`src/hw/rtl/alu8_pkg.sv`:
```
// Shared types and codes for the 8-bit ALU with status flags.
`timescale 1ns / 1ps

package alu8_pkg;

  localparam logic [2:0] OP_ADD = 3'd0;
  localparam logic [2:0] OP_SUB = 3'd1;
  localparam logic [2:0] OP_DAA = 3'd2;
  localparam logic [2:0] OP_CMA = 3'd3;
  localparam logic [2:0] OP_STC = 3'd4;
  localparam logic [2:0] OP_CMC = 3'd5;

  typedef struct packed {
    logic [2:0] req_type;
    logic [7:0] first_operand;
    logic [7:0] second_operand;
    logic       use_carry;
    logic       modify_carry;
    logic       carry_in;
    logic       aux_carry_in;
    logic       zero_in;
    logic       sign_in;
    logic       parity_in;
  } in_t;

  typedef struct packed {
    logic [7:0] result;
    logic       carry_out;
    logic       aux_carry_out;
    logic       zero_out;
    logic       sign_out;
    logic       parity_out;
  } out_t;

endpackage

```
`src/hw/rtl/alu8_with_status_flags_unit.sv`:
```
// 8-bit ALU with carry, nibble carry, zero, sign and parity flags, three-stage pipeline.
`timescale 1ns / 1ps

// Usage:
//   in_valid/in_ready/in_data carry one operation item: selector, two
//   operands, carry controls and the current flags. out_valid/out_ready/
//   out_data carry one result item per input item, in order.
//   Each item passes the adder stage, the select and decimal-adjust stage
//   and the flag and output register stage, in that order. Throughput: one
//   item per cycle unless out_ready is held low; every stage has its own
//   valid bit and the stage registers set the rate, not any shared unit.
//   Stall: when out_ready is low the result holds in the output register;
//   the stages behind it keep filling until each one is occupied, after
//   which in_ready drops. Nothing is dropped or repeated.
//   Reset: rst_n low (synchronous) empties all stages; payload registers
//   are not cleared. No state survives between items.
//   Selector codes 6 and 7 pass the first operand and all flags through.
module alu8_with_status_flags_unit (
  input  logic           clk,
  input  logic           rst_n,
  input  logic           in_valid,
  output logic           in_ready,
  input  alu8_pkg::in_t  in_data,
  output logic           out_valid,
  input  logic           out_ready,
  output alu8_pkg::out_t out_data
);
  import alu8_pkg::*;

  localparam logic [8:0] DaaLoAdj  = 9'h006;
  localparam logic [8:0] DaaHiAdj  = 9'h060;
  localparam logic [4:0] DigitMax5 = 5'd9;
  localparam logic [3:0] DigitMax4 = 4'd9;

  typedef struct packed {
    logic [2:0] op;
    logic [7:0] a;
    logic [7:0] ar_res;
    logic       ar_cy;
    logic       ar_ac;
    logic [8:0] daa_acc;
    logic       mod_c;
    logic       cy;
    logic       ac;
    logic       z;
    logic       s;
    logic       p;
  } s1_t;

  typedef struct packed {
    logic [7:0] res;
    logic       cy;
    logic       ac;
    logic       set_zsp;
    logic       z;
    logic       s;
    logic       p;
  } s2_t;

  logic v1_r, v2_r, v3_r;
  logic rdy2, rdy3;
  s1_t  s1_r, s1_nxt;
  s2_t  s2_r, s2_nxt;
  out_t s3_r, s3_nxt;

  assign rdy3     = !v3_r || out_ready;
  assign rdy2     = !v2_r || rdy3;
  assign in_ready = !v1_r || rdy2;

  // Stage 1: adders for add, subtract and the low decimal-adjust step
  logic       c_eff;
  logic [8:0] add9, sub9;
  logic [4:0] add5, sub5;

  always_comb begin
    c_eff = in_data.use_carry & in_data.carry_in;
    add9  = {1'b0, in_data.first_operand} + {1'b0, in_data.second_operand} + {8'd0, c_eff};
    sub9  = {1'b0, in_data.first_operand} - {1'b0, in_data.second_operand} - {8'd0, c_eff};
    add5  = {1'b0, in_data.first_operand[3:0]} + {1'b0, in_data.second_operand[3:0]}
          + {4'd0, c_eff};
    sub5  = {1'b0, in_data.first_operand[3:0]} - {1'b0, in_data.second_operand[3:0]}
          - {4'd0, c_eff};

    s1_nxt.op    = in_data.req_type;
    s1_nxt.a     = in_data.first_operand;
    s1_nxt.mod_c = in_data.modify_carry;
    s1_nxt.cy    = in_data.carry_in;
    s1_nxt.ac    = in_data.aux_carry_in;
    s1_nxt.z     = in_data.zero_in;
    s1_nxt.s     = in_data.sign_in;
    s1_nxt.p     = in_data.parity_in;
    if (in_data.req_type == OP_SUB) begin
      // bit 8 / bit 4 of the wrapped difference is the borrow
      s1_nxt.ar_res = sub9[7:0];
      s1_nxt.ar_cy  = sub9[8];
      s1_nxt.ar_ac  = sub5[4];
    end else begin
      s1_nxt.ar_res = add9[7:0];
      s1_nxt.ar_cy  = add9[8];
      s1_nxt.ar_ac  = add5[4];
    end
    if (in_data.aux_carry_in || (in_data.first_operand[3:0] > DigitMax4)) begin
      s1_nxt.daa_acc = {1'b0, in_data.first_operand} + DaaLoAdj;
    end else begin
      s1_nxt.daa_acc = {1'b0, in_data.first_operand};
    end
  end

  // Stage 2: operation select, high decimal-adjust step, carry update
  logic [8:0] daa_hi;

  always_comb begin
    daa_hi         = s1_r.daa_acc + DaaHiAdj;
    s2_nxt.res     = s1_r.a;
    s2_nxt.cy      = s1_r.cy;
    s2_nxt.ac      = s1_r.ac;
    s2_nxt.set_zsp = 1'b0;
    s2_nxt.z       = s1_r.z;
    s2_nxt.s       = s1_r.s;
    s2_nxt.p       = s1_r.p;
    case (s1_r.op)
      OP_ADD, OP_SUB: begin
        s2_nxt.res     = s1_r.ar_res;
        s2_nxt.ac      = s1_r.ar_ac;
        s2_nxt.cy      = s1_r.mod_c ? s1_r.ar_cy : s1_r.cy;
        s2_nxt.set_zsp = 1'b1;
      end
      OP_DAA: begin
        // high part is taken unwrapped, so a carry out of bit 7 counts as > 9
        if (s1_r.cy || (s1_r.daa_acc[8:4] > DigitMax5)) begin
          s2_nxt.res = daa_hi[7:0];
          s2_nxt.cy  = 1'b1;
        end else begin
          s2_nxt.res = s1_r.daa_acc[7:0];
        end
        s2_nxt.set_zsp = 1'b1;
      end
      OP_CMA: s2_nxt.res = ~s1_r.a;
      OP_STC: s2_nxt.cy = 1'b1;
      OP_CMC: s2_nxt.cy = ~s1_r.cy;
      default: ;
    endcase
  end

  // Stage 3: zero, sign, parity
  always_comb begin
    s3_nxt.result        = s2_r.res;
    s3_nxt.carry_out     = s2_r.cy;
    s3_nxt.aux_carry_out = s2_r.ac;
    if (s2_r.set_zsp) begin
      s3_nxt.zero_out   = (s2_r.res == 8'd0);
      s3_nxt.sign_out   = s2_r.res[7];
      s3_nxt.parity_out = ~^s2_r.res;
    end else begin
      s3_nxt.zero_out   = s2_r.z;
      s3_nxt.sign_out   = s2_r.s;
      s3_nxt.parity_out = s2_r.p;
    end
  end

  always_ff @(posedge clk) begin
    if (!rst_n) begin
      v1_r <= 1'b0;
      v2_r <= 1'b0;
      v3_r <= 1'b0;
    end else begin
      if (in_ready) v1_r <= in_valid;
      if (rdy2)     v2_r <= v1_r;
      if (rdy3)     v3_r <= v2_r;
    end
  end

  always_ff @(posedge clk) begin
    if (in_valid && in_ready) s1_r <= s1_nxt;
    if (v1_r && rdy2)         s2_r <= s2_nxt;
    if (v2_r && rdy3)         s3_r <= s3_nxt;
  end

  assign out_valid = v3_r;
  assign out_data  = s3_r;

endmodule

```
`config.mk`:
```
export PLATFORM = sky130hd
export DESIGN_NAME = alu8_with_status_flags_unit
export DESIGN_NICKNAME = d
export VERILOG_FILES = /design/src/hw/rtl/alu8_pkg.sv /design/src/hw/rtl/alu8_with_status_flags_unit.sv
export SDC_FILE = /design/constraint.sdc
export NUM_CORES = 1
export LEC_CHECK = 0
export BUFFER_PORTS_ARGS = -buffer_cell sky130_fd_sc_hd__buf_2
export CAP_MARGIN = 20
export CORE_UTILIZATION = 50
export CTS_CLUSTER_SIZE = 25
export DETAILED_ROUTE_END_ITERATION = 7
export GPL_TIMING_DRIVEN = 0
export HOLD_SLACK_MARGIN = 0.06
export PLACE_DENSITY = 0.71
export SLEW_MARGIN = 20
export SYNTH_ARGS = -nofsm -noshare
export SYNTH_HDL_FRONTEND = slang
export SYNTH_SLANG_ARGS = --single-unit
```
`constraint.sdc`:
```
create_clock -name clk -period 3.2 [get_ports clk]
set_clock_uncertainty 0.1 [all_clocks]
set_input_delay 0.16 -clock clk [delete_from_list [all_inputs] [get_ports clk]]
set_output_delay 0.16 -clock clk [all_outputs]
set_load 0.01 [all_outputs]
```
; ---- Yosys cells after proc, flatten, opt, wreduce, memory -nomap -nowiden
; Index checks and enable logic that the tools add are counted.
; Widths: inputs -> output; s select.
[word_totals]
register_bits = 66
inputBits = 30
output_inout_bits = 15
elab_cells = 76
[classes]
n_addsub = 10
order_cmp = 2
eq_ne = 6
mux = 10
bitwise_logic = 3
reduce_logical = 16
[ops]
columns = cell, count
row1 = $pmux 8 s3, 1
row2 = $mux 8, 2
row3 = $mux 10, 1
row4 = $add 8x3->9 const B, 1
row5 = $add 8x8->9, 1
row6 = $add 9x1->9, 1
row7 = $sub 8x8->9, 1
row8 = $sub 9x1->9, 1
row9 = $add 8x7->8 const B, 1
row10 = $logic_not 8->1, 1
row11 = $not 8->8, 1
row12 = $reduce_xnor 8->1, 1
row13 = $eq 3x1->1 const B, 2
row14 = $eq 3x2->1 const B, 2
row15 = $eq 3x3->1 const B, 2
row16 = $add 4x4->5, 1
row17 = $add 5x1->5, 1
row18 = $gt 5x4->1 const B, 1
row19 = $logic_or 1x1->1, 5
row20 = $sub 4x4->5, 1
row21 = $sub 5x1->5, 1
row22 = $gt 4x4->1 const B, 1
row23 = $mux 1, 4
row24 = $pmux 1 s4, 1
row25 = other kinds (8), 12

; ---- Depth between registers and ports, before layout
[depth]
depth_word = 5
depth_mapped = 9
mapped_depth_nobuf = 9

; ---- Least setup slack after synthesis
; No wires, ideal clock.
[synth_path]
kind = reg-to-reg
from = register v3_r, in the netlist out_valid
to = register s1_r[0] in the netlist's numbering (enable)
setup_ns = 0.449
t_arrival_ns = 2.337
required_ns = 2.651
setup_slack_ns = 0.314
stages_incl_launch_ff = 3
n_path_buf = 0
period_less_slack_ns = 2.886
cell_sequence = dfxtp_1 > nor2b_1 > a31oi_1
[synth_between]
elab_chain_len = 5
[synth_rtl]
columns = element, line
row1 = "start, declared", alu8_with_status_flags_unit.sv:60  ; logic v1_r, v2_r, v3_r;
row2 = "start signal, assigned", alu8_with_status_flags_unit.sv:169  ; if (rdy3) v3_r <= v2_r;
row3 = $logic_not 1->1, alu8_with_status_flags_unit.sv:66  ; assign rdy3 = !v3_r || out_ready;
row4 = $logic_or 1x1->1, alu8_with_status_flags_unit.sv:66
row5 = $logic_or 1x1->1, alu8_with_status_flags_unit.sv:67  ; assign rdy2 = !v2_r || rdy3;
row6 = $logic_or 1x1->1, alu8_with_status_flags_unit.sv:68  ; assign in_ready = !v1_r || rdy2;
row7 = $logic_and 1x1->1, alu8_with_status_flags_unit.sv:174  ; if (in_valid && in_ready) s1_r <= s1_nxt;
row8 = "end signal, assigned", alu8_with_status_flags_unit.sv:174
row9 = "end, declared", alu8_with_status_flags_unit.sv:62  ; s1_t s1_r, s1_nxt;
; No other way between the ends.
; A chain may end at the register's enable or synchronous reset.

==> impl_summary.txt <==
----------------------------------------------------
[Cells and area]
  Number of filler cells placed in the layout ... 579
  Final nets ... 448
  Storage element area ... 1922 µm²
  Total area of multi-input combinational cells ... 1479 µm²
  Utilization after layout ... 0.6368
  Fraction of final layout cells sized beyond drive strength 1 ... 0.1790
  Area overhead of the layout relative to synthesis ... 22.04%
  Finished Layout Cells ... 487
  Diodes inserted ... 0
  Layout Cell Area excl Fill ... 4350 µm²

[STA]
  Worst slew margin ... 0.3530
  Final critical delay including setup and external delays ... 2.841 ns
  Unrepaired setup endpoints after global routing ... no
  Least-Margin Pin Slew ... 0.9684 ns
  Total count of max-transition violations in the final report ... 0
  Setup tns final ... 0 ns
  Final Hold Fails ... 0
  Final Setup Violations ... 0
  Post-route fraction of the period consumed by the critical path ... 0.8878
  Worst Slack Setup Final ... 0.3591 ns
  Upper clock frequency limit ... 352.0 MHz

[Detailed routing]
  Count of routing violations after the opening detailed-route iteration ... 114
  Routed length per instance ... 13.57 µm
  Via-per-instance ratio ... 5.164
  Remaining routing DRC violations ... 0
  Post-detailed-route count of antenna-violating nets ... 0
  Detailed Route WL ... 6607 µm
  Pre-Repair DR Iteration Count ... 4
  Vias post-DR ... 2515

[Yosys]
  Instance count of the mapped netlist ... 311
  Sequential cell area fraction in the yosys report ... 0.5391
  Netlist Area Pre-Place ... 3565 µm²
  Top area cells in the synthesized netlist ... edfxtp_1 52%, ha_1 9.8%, inv_1 4.1%, xnor2_1 3.9%, a21oi_1 2.5%
  Area fraction of the dominant cell type after synthesis ... 0.5223
  Top_reg_cell synth ... edfxtp_1
  Post-synthesis cell type with the largest combined area ... edfxtp_1
  Synthesis-stage register bit count ... 65
  Post-synthesis average cell area ... 11.46 µm²
  Fraction of synthesis flops using an asynchronous set or reset pin ... 0
  Number of flops mapped to enable cells by yosys ... 62
  Syn Nets ... 373
  Yosys Warn Count ... 0
  Netlist cell types ... 44

[Clock network]
  Max Buffers Root-to-Sink ... 2
  Clock Pin Slew Worst Setup and Hold Paths ... 0.07 ns
  CTS resizes ... 0
  H-tree levels ... 3
  Clock tree from TritonCTS ... built
  Later-pin clock latency in the skew report ... 0.33 ns
  Root buffer cell ... clkbuf_8
  CTS Buf Count ... 9
  Clock Sink Count ... 65

[Hold path]
  Hold Crit Depth ... 3
  Worst Hold Launch ... out_ready
  Hold Crit Endpoint ... out_valid
  Hold Path Class ... in2reg

[Placed design]
  Post-place instance area ... 3951 µm²
  Cell count after placement ... 452
  Count of input and output buffers ... 44
  Detailed-placement wirelength estimate ... 4990 µm
  Routability congestion estimate from global placement ... 0.8280
  Post-Place Setup Slack ... 0.6182 ns

[Setup path]
  Category of the most critical setup path ... in2reg
  Arr. time, crit path ... 2.81 ns
  Length in cells of the worst reg-to-reg path ... 7
  Setup crit end kind ... flop
  Beginning of the worst register-to-register path ... s1_r[12]
  Buffer and inverter count on the worst path ... 3
  Critical Path RT ... 3.17 ns
  Critical path startpoint category ... input port
  Biggest fanout along the worst timing path ... 3
  Worst flop-to-flop path endpoint ... s2_r[12]
  Family of cells with the greatest summed delay on the critical path ... buffers and inverters
  Logic depth of the worst path, buffers included ... 11
  Largest stage delay on the critical path ... 0.54 ns
  Slowest cell on the critical path ... dlygate4sd3_1
  Setup slack, reg-to-reg ... 1.28 ns
  Worst path cell trace ... dlygate4sd3_1 -> buf_2 -> and2_1 -> fa_1 -> inv_1 -> ha_1 -> o21ai_0 -> a41oi_1 -> a31oi_1 -> mux2i_1 -> nor3_1

[Floorplanning]
  Width of the die ... 86.44 µm
  Std-Cell Rows ... 30
  Core area ... 6832 µm²
  Vertical die dimension ... 86.44 µm
  Initial Utilization ... 0.5218
  Number of I/O pins ... 45
  Die Area ... 7471 µm²

[Global routing]
  Number of antenna violations at the first check in global routing ... 0
  Vias in the first global route ... 2421
  Global routing usage summed across all routing layers ... 0.1970
  First-pass GRT wire length ... 10940 µm
  Largest net degree at the start of global routing ... 26
  Grt ovf ... 0

[Job]
  Max capacitance violation total ... 0

[Power]
  Static Leakage ... 1.758 nW
  Maximum resistive drop on vdd ... 243.9 µV
  Cell area power density ... 496.2 nW/µm²

[Run status]
  Outcome ... complete, no violations

----------------------------------------------------
-- cell usage after synthesis (2+ instances only) --
master,instances
mux2i_1,3
nor3b_1,3
a22oi_1,3
edfxtp_1,62
xor2_1,4
nor3_1,6
or3_1,5
a21oi_1,18
xnor2_1,16
a211oi_1,3
nor2_1,20
nand3_1,7
mux2_2,4
a21boi_0,4
nor2b_1,4
nor4_1,2
o221ai_1,2
nand2b_1,2
dfxtp_1,3
o21a_1,4
clkbuf_1,4
o211ai_1,5
inv_1,39
fa_1,4
buf_2,2
o31a_1,2
ha_1,28
clkinv_1,2
a31oi_1,2
nand2_1,17
o2111a_1,2
o21ai_0,17
-- flip-flops by register name, indices dropped and copies added (netlist names) --
signal     cells
out_data      13
out_valid      1
s1_r          35
s2_r          14
v1_r           1
v2_r           1
-- routing by layer --
layer  track usage  vias to the layer above  part of all wire
met5             0                        -                 0
met4       0.09242                        0             0.030
met3       0.04667                       15             0.035
met2        0.3571                       65              0.52
met1        0.2179                     1170              0.41
li1              -                     1265                 -
-- tightest hold or removal path, cell delays in order --
cell	delay, ns
buf_2	0.07
nor2b_1	0.11
o21a_1	0.19
-- cell usage in the layout (no fill, tap or decap), types with 9 or more instances in the layout --
master and count:
dlygate4sd3_1 19, xnor2_1 16, edfxtp_1 62, nor2_1 20, a21oi_1 18, buf_2 46
o21ai_0 17, ha_1 28, inv_1 39, clkbuf_8 9, nand2_1 17
-- how the worst max path moves through the flow --
stage                     startpoint  slack, ns        to
final                     in_data[4]       0.36  s1_r[24]
after floorplan            out_valid       0.31   s1_r[0]
after detailed placement  in_data[6]       0.62  s1_r[24]
after global routing      in_data[4]       0.23  s1_r[24]
after CTS                 in_data[4]       0.44  s1_r[16]
after global placement          v1_r      -0.40  s1_r[32]
-- cell families (layout without fill, tap and decap cells) --
family	Yosys count	after routing	synth area share
DFF	65	65	0.5391
and+or+nand+nor	69	69	0.09161
xor gates and xnor gates	20	20	0.04914
AOI/OAI and AO/OA	70	70	0.1271
adders and majority gates	32	32	0.1207
muxes	7	7	0.02106
buffers and inverters	48	128	0.05124
-- per-stage QoR --
stage	hold slack, ns	total power, mW
floorplan	0.1589	1.324
global placement	0.2371	1.418
detailed placement	0.2384	1.436
CTS	0.1333	2.176
global route	0.1657	2.268
finish	0.1517	2.159
-- report_power, final --
| part | leakage, nW | switching, mW | internal, mW | total, mW |
|---|---|---|---|---|
| clock | 0.104 | 0.291 | 0.430 | 0.720 |
| sequential | 0.618 | 0.0277 | 1.02 | 1.05 |
| combinational | 1.04 | 0.213 | 0.177 | 0.391 |
| total | 1.76 | 0.531 | 1.63 | 2.16 |
-- final cells by class --
class,instances,area share
multi-input combinational,198,0.3399
timing repair buffer,64,0.1007
tap,96,0.02761
sequential,65,0.4418
buffer,6,0.005752
clock inverter,7,0.01956
clock buffer,9,0.02847
inverter,42,0.03624
-- timing repair --
action / CTS / global route
hold buffers: 19 / 0
setup buffers: 0 / 0
hold endpoints to repair: 21 / 0
No activity file was read; power rests on OpenSTA's default activity.
